--- src/rtl/core/glbm_pkg.sv ---
package glbm_pkg;

   localparam logic [1:0] CmdPatternByte = 2'd0;
   localparam logic [1:0] CmdPatternEnd  = 2'd1;
   localparam logic [1:0] CmdSubjectByte = 2'd2;
   localparam logic [1:0] CmdSubjectEnd  = 2'd3;

   localparam logic [7:0] StarByte     = 8'h2A;
   localparam logic [7:0] QuestionByte = 8'h3F;

   typedef enum logic [1:0] {
      OP_PATTERN_BYTE,
      OP_PATTERN_END,
      OP_SUBJECT_BYTE,
      OP_SUBJECT_END
   } op_type;

   typedef struct packed {
      op_type     op;
      logic [7:0] folded;
   } item_type;

   typedef struct packed {
      logic matched;
      logic pattern_overflow;
   } result_type;

endpackage

--- src/rtl/core/glob_wildcard_matcher_unit.sv ---
// Case-insensitive glob matcher with '*' and '?' wildcards.
// Input transactions are pushed with req_push while req_full is low. Each
// carries req_command and req_char_byte: pattern bytes, end of pattern,
// subject bytes, and end of subject. Only end of subject produces a result
// transaction, which holds rsp_matched and rsp_pattern_overflow.
// Results wait in a two-entry queue; the oldest is on the rsp_ ports while
// rsp_empty is low and is removed by rsp_pop.
// The block accepts one transaction per cycle while req_full is low. Items
// pass through a two-entry queue into the matcher, which updates every
// pattern position of its prefix vector combinationally. An end-of-subject
// item is registered in the input queue, and its result is registered in
// the result queue before it appears on the rsp_ ports.
// When the receiver stalls and the result queue fills, the matcher holds
// at the next end-of-subject item and the input queue then raises req_full.
// Reset empties both queues, clears the stored pattern length and the
// overflow flag, and puts the block into pattern loading.
module glob_wildcard_matcher_unit #(
   parameter int MAX_PATTERN = 32
) (
   input  logic       clock,
   input  logic       reset,
   input  logic       req_push,
   output logic       req_full,
   input  logic [1:0] req_command,
   input  logic [7:0] req_char_byte,
   output logic       rsp_empty,
   input  logic       rsp_pop,
   output logic       rsp_matched,
   output logic       rsp_pattern_overflow
);

   localparam int ItemW   = $bits(glbm_pkg::item_type);
   localparam int ResultW = $bits(glbm_pkg::result_type);

   glbm_pkg::item_type   front_item, eng_item;
   glbm_pkg::result_type eng_result, rsp_result;
   logic [ItemW-1:0]     eng_item_bits;
   logic [ResultW-1:0]   rsp_result_bits;
   logic                 eng_empty, eng_pop, res_full, res_push;

   glbm_front u_front (
      .command   (req_command),
      .char_byte (req_char_byte),
      .item      (front_item)
   );

   glbm_queue #(.W(ItemW)) u_item_queue (
      .clock (clock),
      .reset (reset),
      .push  (req_push),
      .wdata (front_item),
      .full  (req_full),
      .pop   (eng_pop),
      .rdata (eng_item_bits),
      .empty (eng_empty)
   );

   assign eng_item = glbm_pkg::item_type'(eng_item_bits);

   glbm_engine #(.MAX_PATTERN(MAX_PATTERN)) u_engine (
      .clock      (clock),
      .reset      (reset),
      .in_empty   (eng_empty),
      .in_item    (eng_item),
      .in_pop     (eng_pop),
      .out_full   (res_full),
      .out_push   (res_push),
      .out_result (eng_result)
   );

   glbm_queue #(.W(ResultW)) u_result_queue (
      .clock (clock),
      .reset (reset),
      .push  (res_push),
      .wdata (eng_result),
      .full  (res_full),
      .pop   (rsp_pop),
      .rdata (rsp_result_bits),
      .empty (rsp_empty)
   );

   assign rsp_result           = glbm_pkg::result_type'(rsp_result_bits);
   assign rsp_matched          = rsp_result.matched;
   assign rsp_pattern_overflow = rsp_result.pattern_overflow;

endmodule

--- src/rtl/core/glbm_front.sv ---
module glbm_front (
   input  logic [1:0]        command,
   input  logic [7:0]        char_byte,
   output glbm_pkg::item_type item
);

   always_comb begin
      item.folded = char_byte;
      if (char_byte >= 8'h41 && char_byte <= 8'h5A) begin
         item.folded = char_byte + 8'h20;
      end
      case (command)
         glbm_pkg::CmdPatternByte: item.op = glbm_pkg::OP_PATTERN_BYTE;
         glbm_pkg::CmdPatternEnd:  item.op = glbm_pkg::OP_PATTERN_END;
         glbm_pkg::CmdSubjectByte: item.op = glbm_pkg::OP_SUBJECT_BYTE;
         default:                  item.op = glbm_pkg::OP_SUBJECT_END;
      endcase
   end

endmodule

--- src/rtl/core/glbm_queue.sv ---
module glbm_queue #(
   parameter int W = 8
) (
   input  logic         clock,
   input  logic         reset,
   input  logic         push,
   input  logic [W-1:0] wdata,
   output logic         full,
   input  logic         pop,
   output logic [W-1:0] rdata,
   output logic         empty
);

   logic [W-1:0] mem_ff [2];
   logic         wr_ptr_ff, wr_ptr_in;
   logic         rd_ptr_ff, rd_ptr_in;
   logic [1:0]   count_ff, count_in;
   logic         do_push, do_pop;

   assign full    = (count_ff == 2'd2);
   assign empty   = (count_ff == 2'd0);
   assign rdata   = mem_ff[rd_ptr_ff];
   assign do_push = push && !full;
   assign do_pop  = pop && !empty;

   always_comb begin
      wr_ptr_in = do_push ? !wr_ptr_ff : wr_ptr_ff;
      rd_ptr_in = do_pop ? !rd_ptr_ff : rd_ptr_ff;
      count_in  = count_ff + {1'b0, do_push} - {1'b0, do_pop};
   end

   always_ff @(posedge clock) begin
      if (reset) begin
         wr_ptr_ff <= 1'b0;
         rd_ptr_ff <= 1'b0;
         count_ff  <= 2'd0;
      end else begin
         wr_ptr_ff <= wr_ptr_in;
         rd_ptr_ff <= rd_ptr_in;
         count_ff  <= count_in;
      end
   end

   always_ff @(posedge clock) begin
      if (do_push) begin
         mem_ff[wr_ptr_ff] <= wdata;
      end
   end

endmodule

--- src/rtl/core/glbm_engine.sv ---
module glbm_engine #(
   parameter int MAX_PATTERN = 32
) (
   input  logic                 clock,
   input  logic                 reset,
   input  logic                 in_empty,
   input  glbm_pkg::item_type   in_item,
   output logic                 in_pop,
   input  logic                 out_full,
   output logic                 out_push,
   output glbm_pkg::result_type out_result
);

   localparam int N    = MAX_PATTERN + 1;
   localparam int LenW = $clog2(MAX_PATTERN + 1);
   localparam int IdxW = (MAX_PATTERN > 1) ? $clog2(MAX_PATTERN) : 1;

   logic [7:0]            pat_ff [MAX_PATTERN];
   logic [LenW-1:0]       len_ff, len_in;
   logic [N-1:0]          active_ff, active_in;
   logic [N-1:0]          lead_ff, lead_in;
   logic                  ovf_ff, ovf_in;
   logic                  loading_ff, loading_in;

   logic [MAX_PATTERN-1:0] in_range, is_star, is_any, is_eq;
   logic [MAX_PATTERN-1:0] stay, adv;
   logic [N-1:0]           base, next_raw, lead_base, prop, add_a;
   logic [N:0]             sum, carries;
   logic [N-1:0]           closed;
   logic                   start, has_room, pat_we;
   logic [IdxW-1:0]        pat_idx;
   logic [LenW-1:0]        lead_idx;

   assign in_pop = !in_empty &&
                   !(in_item.op == glbm_pkg::OP_SUBJECT_END && out_full);

   always_comb begin
      for (int i = 0; i < MAX_PATTERN; i++) begin
         in_range[i] = LenW'(i) < len_ff;
         is_star[i]  = in_range[i] && (pat_ff[i] == glbm_pkg::StarByte);
         is_any[i]   = pat_ff[i] == glbm_pkg::QuestionByte;
         is_eq[i]    = pat_ff[i] == in_item.folded;
      end
   end

   // Star closure as a carry chain: each star passes a live prefix upward.
   always_comb begin
      base     = loading_ff ? lead_ff : active_ff;
      stay     = base[MAX_PATTERN-1:0] & is_star;
      adv      = base[MAX_PATTERN-1:0] & in_range & ~is_star & (is_any | is_eq);
      next_raw = {1'b0, stay} | {adv, 1'b0};
      prop     = {is_star, 1'b0} & ~next_raw;
      add_a    = next_raw | prop;
      sum      = {1'b0, add_a} + {1'b0, next_raw};
      carries  = sum ^ {1'b0, add_a} ^ {1'b0, next_raw};
      closed   = carries[N:1];
   end

   always_comb begin
      start     = !loading_ff;
      has_room  = start || (len_ff < LenW'(MAX_PATTERN));
      pat_idx   = start ? '0 : len_ff[IdxW-1:0];
      lead_idx  = start ? '0 : len_ff;
      lead_base = start ? N'(1) : lead_ff;
      pat_we    = 1'b0;

      len_in     = len_ff;
      active_in  = active_ff;
      lead_in    = lead_ff;
      ovf_in     = ovf_ff;
      loading_in = loading_ff;
      out_push   = 1'b0;
      out_result.matched          = !ovf_ff && base[len_ff];
      out_result.pattern_overflow = ovf_ff;

      if (in_pop) begin
         case (in_item.op)
            glbm_pkg::OP_PATTERN_BYTE: begin
               loading_in = 1'b1;
               lead_in    = lead_base;
               if (start) begin
                  ovf_in    = 1'b0;
                  active_in = N'(1);
               end
               if (has_room) begin
                  pat_we = 1'b1;
                  len_in = LenW'(lead_idx + LenW'(1));
                  if (in_item.folded == glbm_pkg::StarByte && lead_base[lead_idx]) begin
                     lead_in[LenW'(lead_idx + LenW'(1))] = 1'b1;
                  end
               end else begin
                  ovf_in = 1'b1;
               end
            end
            glbm_pkg::OP_PATTERN_END: begin
               loading_in = 1'b0;
               active_in  = lead_ff;
            end
            glbm_pkg::OP_SUBJECT_BYTE: begin
               loading_in = 1'b0;
               active_in  = closed;
            end
            default: begin
               loading_in = 1'b0;
               active_in  = lead_ff;
               out_push   = 1'b1;
            end
         endcase
      end
   end

   always_ff @(posedge clock) begin
      if (reset) begin
         len_ff     <= '0;
         active_ff  <= N'(1);
         lead_ff    <= N'(1);
         ovf_ff     <= 1'b0;
         loading_ff <= 1'b1;
      end else begin
         len_ff     <= len_in;
         active_ff  <= active_in;
         lead_ff    <= lead_in;
         ovf_ff     <= ovf_in;
         loading_ff <= loading_in;
      end
   end

   always_ff @(posedge clock) begin
      if (pat_we) begin
         pat_ff[pat_idx] <= in_item.folded;
      end
   end

endmodule
--- config.mk ---
export PLATFORM = sky130hd
export DESIGN_NAME = glob_wildcard_matcher_unit
export DESIGN_NICKNAME = d
export VERILOG_FILES = /design/src/rtl/core/glbm_pkg.sv /design/src/rtl/core/glob_wildcard_matcher_unit.sv /design/src/rtl/core/glbm_front.sv /design/src/rtl/core/glbm_queue.sv /design/src/rtl/core/glbm_engine.sv
export SDC_FILE = /design/constraint.sdc
export NUM_CORES = 1
export LEC_CHECK = 0
export BUFFER_PORTS_ARGS = -buffer_cell sky130_fd_sc_hd__buf_2
export CAP_MARGIN = 10
export CELL_PAD_IN_SITES_DETAIL_PLACEMENT = 1
export CELL_PAD_IN_SITES_GLOBAL_PLACEMENT = 1
export CORE_MARGIN = 5
export CORE_UTILIZATION = 32
export CTS_CLUSTER_DIAMETER = 100
export CTS_CLUSTER_SIZE = 8
export DETAILED_ROUTE_END_ITERATION = 6
export PLACE_DENSITY_LB_ADDON = 0.1
export SLEW_MARGIN = 20
export SYNTH_ARGS = -nofsm -noshare
export SYNTH_HDL_FRONTEND = slang
export SYNTH_SLANG_ARGS = --single-unit
--- constraint.sdc ---
create_clock -name clock -period 4.04 [get_ports clock]
set_clock_uncertainty 0.1 [all_clocks]
set_input_delay 0.202 -clock clock [delete_from_list [all_inputs] [get_ports clock]]
set_output_delay 0.202 -clock clock [all_outputs]
set_load 0.02 [all_outputs]
==> flow_summary_export.csv <==
group,metric,value,unit
run_status,status,"completed",
min_path,hp-class,"input port to register",
critical_path,slowest_stage,"or4_1",
timing,slew_violations,0,
final_layout,nets,1939,
routing,viasPerCell,5.403,
yosys,synth-async-reset-ratio,0,%
global_route,grt_overflow_total,0,
placed_design,gp_congestion,0.8702,
timing,hold_viol_final,0,
power,power.leakage,7.210,nW
job,cap_violations,0,
final_layout,final_cell_mix,"edfxtp_1 (280), xnor2_1 (212), nor2_1 (209), nand2_1 (100), a21oi_1 (86)",
placed_design,portBuffers,17,
yosys,ys.flop_type,"edfxtp_1",
floorplanning,core-area,61600,sq um
routing,drt_iter0_markers,922,
critical_path,start_kind,"register",
critical_path,critPathBufInv,1,
placed_design,place_ws,226.4,ps
final_layout,final_common_cell,"edfxtp_1",
critical_path,worstPathCellList,"or4_1 -> a21oi_1 -> nor2b_1 -> buf_4 -> a211oi_2 -> nand3b_1 -> or3_2 -> o211a_1 -> or4_4 -> a311oi_2",
clocking,root_buffer,"clkbuf_16",
timing,finalSetupTns,0,ps
critical_path,endpoint_kind,"register",
clocking,clock_sinks,364,
critical_path,path_max_fanout,17,
critical_path,worst_path_largest_cell_delay,560,ps
routing,first_pass_iters,5,
routing,route.vias.total,14966,
yosys,synth_fp_nets,1856,
critical_path,path_class,"register to register",
placed_design,dp_hpwl,47800,um
yosys,synth_edf_count,280,
yosys,syn_area,19850,sq um
global_route,antenna_found_initial,1,
routing,wirelength,68650,um
critical_path,critPathTopFamily,"simple AND/OR/NAND/NOR gates",
yosys,ys_warn_count,0,
routing,ant_nets,0,
global_route,grt_pass1_vias,15726,
global_route,grt_pass1_wl,102100,um
placed_design,dpl-instance-area,21250,sq um
power,pwr_density_cell,566.1,nW/um^2
floorplanning,ios,18,
yosys,synth.avg_cell_area,10.83,sq um
clocking,cts_htree_levels,2,
yosys,ys_ff_latch,364,
timing,period_share,94.23,%
floorplanning,die_w,259.1,um
global_route,grt_use_total,20.03,%
yosys,syn_inst,1833,
routing,drcViolationCount,0,
floorplanning,dieArea,67130,sq um
clocking,cts_inserted_buffers,51,
clocking,clock_path_buffers,3,
floorplanning,die_height,259.1,um
final_layout,fill_cells,6737,
timing,tightest_slew,1073,ps
yosys,yosysUniqueCellTypes,92,
critical_path,cp.arrival,4220,ps
yosys,synth_top_area_cell,"edfxtp_1",
clocking,clock_latency,600,ps
final_layout,layout-drive-gt1-share,12.68,%
floorplanning,rows,91,
clocking,cts_tree,"built",
final_layout,area_delta_synth_final,14.72,%
power,ir_drop,0.2776,mV
global_route,grt_max_degree,90,
timing,finalSetupViolations,0,
floorplanning,start_util,32.23,%
yosys,ys_top_cells_by_area,"edfxtp_1 (42%), xnor2_1 (9.4%), dfxtp_1 (8.5%)",
critical_path,required,4450,ps
timing,fin_crit,3807,ps
final_layout,design_area,22780,sq um
routing,wl_per_cell,24.78,um
timing,rsz0062_at_grt,"no",
timing,timing.fmax,262.7,MHz
timing,layout_setup_ws,232.9,ps
yosys,yosysSeqAreaShare,50.82,%
clocking,clk_pin_slew,50,ps
timing,relSlewSlack,28.29,%
yosys,yosysTopAreaCellShare,42.35,%
final cells by class:
| class | count | area, sq um | share of cell area (%) |
|---|---|---|---|
| sequential | 364 | 10090 | 44.31 |
| multi-input combinational | 1349 | 9100 | 39.95 |
| clock buffer | 65 | 1339 | 5.878 |
| tap | 837 | 1047 | 4.598 |
| timing repair buffer | 115 | 1006 | 4.417 |
| inverter | 35 | 131.4 | 0.5768 |
| clock inverter | 4 | 58.81 | 0.2582 |
| antenna | 1 | 2.502 | 0.01099 |
sequential cells by signal (all words and copies together), names as in the netlist, named ones only:
signal,flops
u_item_queue.count_ff,2
u_result_queue.mem_ff,4
u_item_queue.wr_ptr_ff,1
u_engine.pat_ff,256
u_result_queue.count_ff,2
u_engine.loading_ff,1
u_engine.len_ff,6
u_item_queue.rd_ptr_ff,1
u_engine.lead_ff,33
u_engine.ovf_ff,1
u_result_queue.rd_ptr_ff,1
u_result_queue.wr_ptr_ff,1
u_item_queue.mem_ff,20
u_engine.active_ff,33
power breakdown:
| group | switching, mW | internal [mW] |
|---|---|---|
| combinational | 2.75 | 1.52 |
| clock | 1.60 | 2.28 |
| sequential | 0.168 | 4.57 |
layer usage:
| layer | up-vias | GRT usage (%) | wire length [um] |
|---|---|---|---|
| met1 | 7620 | 27.30 | 31720 |
| met4 | 0 | 4.722 | 1437 |
| met3 | 87 | 2.850 | 2574 |
| met2 | 279 | 33.94 | 32910 |
| met5 | - | 0 | 0 |
| li1 | 6980 | - | - |
repair_timing:
item	in CTS	in global routing
endpoints found under the setup margin	0	0
setup buffers	0	0
resized for setup	0	0
hold endpoints to repair	24	0
hold buffers	13	0
kinds of logic after synthesis:
family / share of synthesized area, %
AO/OA/AOI/OAI: 11.03
flip-flops: 50.82
adder cells (fa/ha/maj): 0.5672
multiplexers: 5.237
AND/OR/NAND/NOR: 17.03
buffers and inverters: 3.447
XOR/XNOR: 11.87
through the flow:
step / power, mW / util (%) / cells / hold slack (ps)
2_1_floorplan: 7.572 / - / 1833 / 200.9
3_3_place_gp: 9.057 / 34.49 / 2687 / 295.5
3_5_place_dp: 9.120 / 34.49 / 2687 / 294.9
4_1_cts: 13.08 / 36.97 / 2769 / 129.2
5_1_grt: 13.53 / 36.97 / 2769 / 134.5
6_report: 12.89 / 36.98 / 2770 / 84.18
synthesized netlist by cell type (13+ instances only):
master and number:
or4_1 16, nor2_1 209, nor2b_1 13, nand2b_1 14, and3_1 17, a21oi_1 87
nand4_1 49, o21ai_0 57, clkbuf_1 40, xnor2_1 212, a211oi_1 29, or3_1 20
a22oi_1 34, buf_2 14, nor3_1 68, mux4_2 14, mux2_2 26, o211ai_1 13
nor4_1 58, buf_6 17, inv_1 34, edfxtp_1 280, dfxtp_1 84, nand2_1 100
mux2i_1 26, nand3_1 56, xor2_1 57
path summary, 6_finish.rpt:
kind / from / endpoint / slack, ps / cells past startpoint
min: reset / u_engine.lead_ff[26]$_SDFFE_PP0P_ / 80 / 2
max: u_engine.len_ff[2]$_SDFFE_PP0P_ / u_engine.active_ff[25]$_SDFFE_PP0P_ / 230 / 10
min reg2reg: u_engine.active_ff[0]$_SDFFE_PP1P_ / u_engine.active_ff[0]$_SDFFE_PP1P_ / 370 / 1
max reg2reg: u_engine.len_ff[2]$_SDFFE_PP0P_ / u_engine.active_ff[25]$_SDFFE_PP0P_ / 230 / 10
Power figures use the tool's default switching activity.
